### src/sv/clpe_pkg.sv
`timescale 1ns / 1ps
// ----------------------------------------------------------------------------
// clpe_pkg
// Shared types, codes and defaults of the pooled cursor list engine.
// ----------------------------------------------------------------------------
package clpe_pkg;

	localparam int NODE_COUNT_DEF = 256;
	localparam int NUM_HEADS_DEF  = 16;
	localparam int ITEM_BITS_DEF  = 32;

	localparam logic [3:0] ACT_CREATE  = 4'd0;
	localparam logic [3:0] ACT_COUNT   = 4'd1;
	localparam logic [3:0] ACT_FIRST   = 4'd2;
	localparam logic [3:0] ACT_LAST    = 4'd3;
	localparam logic [3:0] ACT_NEXT    = 4'd4;
	localparam logic [3:0] ACT_PREV    = 4'd5;
	localparam logic [3:0] ACT_CURRENT = 4'd6;
	localparam logic [3:0] ACT_ADD     = 4'd7;
	localparam logic [3:0] ACT_INSERT  = 4'd8;
	localparam logic [3:0] ACT_APPEND  = 4'd9;
	localparam logic [3:0] ACT_PREPEND = 4'd10;
	localparam logic [3:0] ACT_REMOVE  = 4'd11;
	localparam logic [3:0] ACT_TRIM    = 4'd12;
	localparam logic [3:0] ACT_CONCAT  = 4'd13;
	localparam logic [3:0] ACT_FREE    = 4'd14;
	localparam logic [3:0] ACT_SEARCH  = 4'd15;

	localparam logic [1:0] PL_EMPTY  = 2'd0;
	localparam logic [1:0] PL_ON     = 2'd1;
	localparam logic [1:0] PL_BEFORE = 2'd2;
	localparam logic [1:0] PL_AFTER  = 2'd3;

	localparam logic [1:0] ST_OK     = 2'd0;
	localparam logic [1:0] ST_NOITEM = 2'd1;
	localparam logic [1:0] ST_POOL   = 2'd2;
	localparam logic [1:0] ST_NOLIST = 2'd3;

	localparam logic [4:0] UOP_NONE   = 5'd0;
	localparam logic [4:0] UOP_ACCEPT = 5'd1;
	localparam logic [4:0] UOP_HEAD   = 5'd2;
	localparam logic [4:0] UOP_NOFREE = 5'd3;
	localparam logic [4:0] UOP_CREATE = 5'd4;
	localparam logic [4:0] UOP_COUNT  = 5'd5;
	localparam logic [4:0] UOP_MOVE   = 5'd6;
	localparam logic [4:0] UOP_EDGE   = 5'd7;
	localparam logic [4:0] UOP_FETCH  = 5'd8;
	localparam logic [4:0] UOP_POOLE  = 5'd9;
	localparam logic [4:0] UOP_ADD0   = 5'd10;
	localparam logic [4:0] UOP_ADD1   = 5'd11;
	localparam logic [4:0] UOP_ADD2   = 5'd12;
	localparam logic [4:0] UOP_REM    = 5'd13;
	localparam logic [4:0] UOP_TRIM   = 5'd14;
	localparam logic [4:0] UOP_PUSH   = 5'd15;
	localparam logic [4:0] UOP_CAT    = 5'd16;
	localparam logic [4:0] UOP_FREE   = 5'd17;
	localparam logic [4:0] UOP_REL    = 5'd18;
	localparam logic [4:0] UOP_SSTART = 5'd19;
	localparam logic [4:0] UOP_SSTEP  = 5'd20;
	localparam logic [4:0] UOP_DONE   = 5'd21;

	typedef struct packed {
		logic [4:0] uop;
	} cmd_t;

	typedef struct packed {
		logic [3:0] act;
		logic       hok;
		logic       h2ok;
		logic       sz_zero;
		logic [1:0] place;
		logic       c_last;
		logic       c_first;
		logic       c_nil;
		logic       ftop_nil;
		logic       ltop_nil;
		logic       s_start_nil;
		logic       s_hit;
		logic       s_end;
		logic       out_free;
	} stat_t;

endpackage

### src/sv/clpe_ctrl.sv
`timescale 1ns / 1ps
// ----------------------------------------------------------------------------
// clpe_ctrl
// Command sequencer: decodes each request and steps the datapath.
// ----------------------------------------------------------------------------
module clpe_ctrl (
	input  logic            clk,
	input  logic            arst_n,
	input  logic            s_tvalid,
	output logic            s_tready,
	output clpe_pkg::cmd_t  cmd,
	input  clpe_pkg::stat_t stat
);

	localparam logic [3:0] S_IDLE  = 4'd0;
	localparam logic [3:0] S_HEAD  = 4'd1;
	localparam logic [3:0] S_DEC   = 4'd2;
	localparam logic [3:0] S_FETCH = 4'd3;
	localparam logic [3:0] S_ADD1  = 4'd4;
	localparam logic [3:0] S_ADD2  = 4'd5;
	localparam logic [3:0] S_PUSH  = 4'd6;
	localparam logic [3:0] S_REL   = 4'd7;
	localparam logic [3:0] S_SRCH  = 4'd8;
	localparam logic [3:0] S_DONE  = 4'd9;

	logic [3:0] state_q;
	logic [3:0] state_d;

	always_ff @(posedge clk or negedge arst_n) begin
		if (!arst_n) begin
			state_q <= S_IDLE;
		end else begin
			state_q <= state_d;
		end
	end

	always_comb begin
		state_d  = state_q;
		cmd.uop  = clpe_pkg::UOP_NONE;
		s_tready = (state_q == S_IDLE);
		case (state_q)
			S_IDLE: begin
				if (s_tvalid) begin
					cmd.uop = clpe_pkg::UOP_ACCEPT;
					state_d = S_HEAD;
				end
			end
			S_HEAD: begin
				cmd.uop = clpe_pkg::UOP_HEAD;
				state_d = S_DEC;
			end
			S_DEC: begin
				state_d = S_DONE;
				if (stat.act == clpe_pkg::ACT_CREATE) begin
					cmd.uop = stat.ltop_nil ? clpe_pkg::UOP_NOFREE : clpe_pkg::UOP_CREATE;
				end else if (stat.hok) begin
					case (stat.act)
						clpe_pkg::ACT_COUNT: begin
							cmd.uop = clpe_pkg::UOP_COUNT;
						end
						clpe_pkg::ACT_FIRST, clpe_pkg::ACT_LAST: begin
							if (!stat.sz_zero) begin
								cmd.uop = clpe_pkg::UOP_MOVE;
								state_d = S_FETCH;
							end
						end
						clpe_pkg::ACT_NEXT: begin
							if (!stat.sz_zero && stat.place != clpe_pkg::PL_AFTER) begin
								if (stat.place == clpe_pkg::PL_ON && stat.c_last) begin
									cmd.uop = clpe_pkg::UOP_EDGE;
								end else begin
									cmd.uop = clpe_pkg::UOP_MOVE;
									state_d = S_FETCH;
								end
							end
						end
						clpe_pkg::ACT_PREV: begin
							if (!stat.sz_zero && stat.place != clpe_pkg::PL_BEFORE) begin
								if (stat.place == clpe_pkg::PL_ON && stat.c_first) begin
									cmd.uop = clpe_pkg::UOP_EDGE;
								end else begin
									cmd.uop = clpe_pkg::UOP_MOVE;
									state_d = S_FETCH;
								end
							end
						end
						clpe_pkg::ACT_CURRENT: begin
							if (!stat.sz_zero && stat.place == clpe_pkg::PL_ON) begin
								cmd.uop = clpe_pkg::UOP_MOVE;
								state_d = S_FETCH;
							end
						end
						clpe_pkg::ACT_ADD, clpe_pkg::ACT_INSERT,
						clpe_pkg::ACT_APPEND, clpe_pkg::ACT_PREPEND: begin
							if (stat.ftop_nil) begin
								cmd.uop = clpe_pkg::UOP_POOLE;
							end else begin
								cmd.uop = clpe_pkg::UOP_ADD0;
								state_d = S_ADD1;
							end
						end
						clpe_pkg::ACT_REMOVE: begin
							if (!stat.sz_zero && stat.place == clpe_pkg::PL_ON && !stat.c_nil) begin
								cmd.uop = clpe_pkg::UOP_REM;
								state_d = S_PUSH;
							end
						end
						clpe_pkg::ACT_TRIM: begin
							if (!stat.sz_zero) begin
								cmd.uop = clpe_pkg::UOP_TRIM;
								state_d = S_PUSH;
							end
						end
						clpe_pkg::ACT_CONCAT: begin
							if (stat.h2ok) begin
								cmd.uop = clpe_pkg::UOP_CAT;
								state_d = S_REL;
							end
						end
						clpe_pkg::ACT_FREE: begin
							cmd.uop = clpe_pkg::UOP_FREE;
							state_d = S_REL;
						end
						clpe_pkg::ACT_SEARCH: begin
							if (!stat.sz_zero) begin
								cmd.uop = clpe_pkg::UOP_SSTART;
								if (!stat.s_start_nil) begin
									state_d = S_SRCH;
								end
							end
						end
						default: begin
							cmd.uop = clpe_pkg::UOP_NONE;
						end
					endcase
				end
			end
			S_FETCH: begin
				cmd.uop = clpe_pkg::UOP_FETCH;
				state_d = S_DONE;
			end
			S_ADD1: begin
				cmd.uop = clpe_pkg::UOP_ADD1;
				state_d = S_ADD2;
			end
			S_ADD2: begin
				cmd.uop = clpe_pkg::UOP_ADD2;
				state_d = S_DONE;
			end
			S_PUSH: begin
				cmd.uop = clpe_pkg::UOP_PUSH;
				state_d = S_DONE;
			end
			S_REL: begin
				cmd.uop = clpe_pkg::UOP_REL;
				state_d = S_DONE;
			end
			S_SRCH: begin
				cmd.uop = clpe_pkg::UOP_SSTEP;
				if (stat.s_hit || stat.s_end) begin
					state_d = S_DONE;
				end
			end
			S_DONE: begin
				if (stat.out_free) begin
					cmd.uop = clpe_pkg::UOP_DONE;
					state_d = S_IDLE;
				end
			end
			default: begin
				state_d = S_IDLE;
			end
		endcase
	end

endmodule

### config.mk
export PLATFORM = sky130hd
export DESIGN_NAME = clpe_ctrl
export DESIGN_NICKNAME = d
export VERILOG_FILES = /design/src/sv/clpe_pkg.sv /design/src/sv/clpe_ctrl.sv
export SDC_FILE = /design/constraint.sdc
export NUM_CORES = 1
export LEC_CHECK = 0
export BUFFER_PORTS_ARGS = -buffer_cell sky130_fd_sc_hd__buf_2
export CAP_MARGIN = 20
export CORE_MARGIN = 10
export CORE_UTILIZATION = 50
export CTS_CLUSTER_SIZE = 16
export DETAILED_ROUTE_END_ITERATION = 8
export PLACE_DENSITY_LB_ADDON = 0.15
export SYNTH_ARGS = -nofsm -noshare
export SYNTH_HDL_FRONTEND = slang
export SYNTH_SLANG_ARGS = --single-unit
### constraint.sdc
create_clock -name clk -period 3 [get_ports clk]
set_input_delay 0.9 -clock clk [delete_from_list [all_inputs] [get_ports clk]]
set_output_delay 0.9 -clock clk [all_outputs]
set_load 0.1 [all_outputs]
==> run summary <==
The run finished, with violations left. The final reports fail on negative setup slack. The sum of overflow across all layers after global routing came out at 0. The I/O pin total is 27. The post-synthesis cell count is 138. TritonCTS built the clock tree.

For this run, design rule violations remaining after detail routing come to 0. The detailed-placement wirelength estimate came out at 3.04 mm. Setup repair after global routing could not meet its margin everywhere. Counting flops per register, the top entry is state_q. The sequential cell area fraction in the yosys report is 10.4%. In the final design database the tool counted 215 nets.

Buffers inserted to repair hold after CTS numbered 0. The deepest clock path buffer count came out at 2. The clock latency at the later pin of the worst-skew pair is 230 ps.

The die is 63.9 µm wide. Counting flops with a built-in enable in the synthesized netlist gives 0. The floorplan has 15 rows.

Clock tree synthesis selected as its root buffer the cell clkbuf_4. The ratio of final minimum period to clock period is 111%. The total wire length after detailed routing came out at 4.68 mm.

The largest registers in the layout are state_q x4. For this design, the sink count on the clock tree is 4. After floorplanning, the core was sized to cover 1780 µm².

Yosys printed 0 warnings. The worst path setup slack after routing is -331 ps. Summed over all failing endpoints, the final setup total negative slack is -970 ps.

The number of buffers added on ports came out at 26. The worst setup slack for register-to-register paths came out at 1360 ps. The proportion of layout cells with a drive suffix above 1 is 50.0%. The transition time at the pin with the least slew margin came out at 511 ps. The final hold violation count came out at 0. In this run, the number of DRC markers left after iteration 0 of detailed routing was 160. The relative max-transition margin came out at 65.6%. The wire length per cell came out at 21.6 µm. Clock-pin slew was measured on the worst setup and hold paths at 40 ps. The setup path with the least slack is of type in -> out. In this run the static leakage power is 0.652 nW. The synthesized area divided by synthesized cell count is 6.97 µm². Counting instances in the post-synthesis netlist gives the leading cell types as 12 x nor2_1, 11 x a21oi_1, 11 x nand2_1. The total of flip-flops plus latches after synthesis came out at 4. The via count of the first global-routing pass is 1449. The number of flip-flops under the largest register name came out at 4. The path class of the tightest hold or removal check is in -> async.

The utilization after layout is 91.8%. dfrtp_1 takes more of the synthesized area than any other cell. In this run the number of H-tree levels came out at 1. The weighted congestion at the end of routability-driven global placement is 0.928. The vertical die dimension came out at 63.9 µm.

The area of the die is 4080 µm². The logic depth of the worst register-to-register path is 5. The predominant post-synthesis flop cell is dfrtp_1.

The post-synth net total came out at 159. The number of max-slew violations in the final report came out at 0. The cell with the most instances after synthesis is nor2_1. Derived from the worst setup path, the maximum achievable clock frequency is 0.300 GHz. The signal arrival time at the worst endpoint came out at 2430 ps.

The antenna diode instance count is 0. The count of vias placed by the detailed router is 1495. The setup violation total in the final timing report came out at 4. The first-pass iteration count of the detailed router came out at 6. STA classifies the critical path startpoint as an input port.

The origin of the critical flop-to-flop path is state_q[1]$_DFFE_PN0P_. After detailed routing, the number of vias per cell comes to 6.89. The number of antenna violations at the first check in global routing is 0.

Clock skew on the completed layout was measured at 1.76 ps. After synthesis, the netlist uses 54 different library cells. Sorting the synthesized cells by area gives the leading types as dfrtp_1 10%, a21oi_1 5.7%, o21ai_0 4.7%.

The post-synthesis async set-or-reset flop share came out at 100%. STA classifies the critical path endpoint as a primary output. The area share of the largest cell type after synthesis came out at 10.4%. After synthesis the cells add up to 962 µm². In this run, CTS created clock tree buffers numbering 3. The maximum net fanout on the critical path came out at 4. Power spread over the standard cell area amounts to 715 nW/µm². The final critical delay including setup and external delays is 3330 ps. The number of max-cap violations came out at 0. The filler cells instantiated in the layout total 82. The data required time of the worst path came out at 2100 ps. Once detail routing completed, the nets flagged for antenna violations numbered 0. The worst vdd rail ir drop is 1140 µV. Entering global routing, the biggest net connects 14 pins. The starting density of the core is 54.0%. The worst register-to-register path ends at state_q[1]$_DFFE_PN0P_.

The global router's overall resource usage is 21.0%. The area added between synthesis and finish came out at 70.1%. The first global-routing pass estimated 7.12 mm of wire.
[placed cells by master (no fill, tap or decap), types with 2 or more instances in the layout]
cell,Yosys,final
clkbuf_4,0,4
a32o_1,2,2
o31ai_4,0,2
buf_12,0,5
buf_6,0,6
buf_4,1,34
nand2_1,11,9
nand2b_1,5,5
nor2_1,12,9
nand3b_1,2,2
nor2_2,0,3
o32ai_1,4,3
dfrtp_1,4,4
o31ai_1,5,3
buf_2,6,18
a21oi_2,0,3
a21oi_1,11,8
o22ai_1,3,3
inv_1,3,3
nand2_2,0,2
o211ai_1,4,4
nor2b_4,0,2
nor3_1,2,2
o21a_1,2,2
o21ai_2,0,2
o21ai_0,9,5
nor4_1,2,2
nor2b_1,5,3
[stage by stage]
stage	cell area, µm²	total power, mW	setup slack, ps	hold WS [ps]	instances
finish	1640	1.17	-331	467	217
global route	1640	1.22	-336	460	217
CTS	1590	1.13	-269	461	216
detailed placement	1540	1.05	-341	657	212
global placement	1540	1.03	-306	646	212
floorplan	1150	0.753	-517	541	138
[layer usage]
layer	vias up	track usage [%]	part of all wire [%]	wire [µm]
li1	647	-	-	-
met1	694	22.7	37	1710
met2	118	36.6	48	2240
met3	36	4.88	10	485
met4	0	11.7	5.1	239
met5	-	1.25	0	0
[how the worst max path moves through the flow]
stage | from | end | slack (ps) | depth (start not counted)
after detailed placement | stat[11] | cmd[2] | -340 | 7
after global placement | stat[11] | cmd[2] | -310 | 7
after floorplan | stat[11] | cmd[0] | -520 | 5
final | stat[6] | cmd[2] | -330 | 7
after CTS | stat[6] | cmd[0] | -270 | 7
after global routing | stat[6] | cmd[2] | -340 | 7
[worst max-delay path: stages]
cell      delay (ps)
buf_6             90
or4b_4           590
nor2_2           120
o211ai_1         110
a211o_1          320
o221ai_4         100
buf_12           210
[power by group]
group / internal (mW) / total (mW) / leakage (nW) / switching [mW]
Clock: 0.0445 / 0.0633 / 0.0138 / 0.0188
Combinational: 0.363 / 1.02 / 0.587 / 0.658
Sequential: 0.0744 / 0.0858 / 0.0512 / 0.0113
Total: 0.482 / 1.17 / 0.652 / 0.688
[logic make-up (layout without fill, tap and decap cells)]
logic type      Yosys count  count (layout)  share of synthesized area [%]
compound gates           63              63                           48.4
xor+xnor                  1               1                          0.910
buf+inv                  17              71                           7.80
flops                     4               4                           10.4
mux                       3               3                           3.38
simple gates             50              50                           29.1
[what timing repair did]
item	CTS	global route
pin swaps	6	6
gates cloned	0	0
resized for setup	6	12
buffers inserted	1	1
setup endpoints to repair	5	5
[final cells by class]
class | instances | area [µm²] | share of cell area [%]
multi-input combinational | 117 | 947 | 57.9
timing repair buffer | 64 | 520 | 31.8
sequential | 4 | 100 | 6.12
tap | 25 | 31.3 | 1.91
clock buffer | 3 | 22.5 | 1.38
inverter | 4 | 15.0 | 0.917
(Power assumes the default switching activity.)
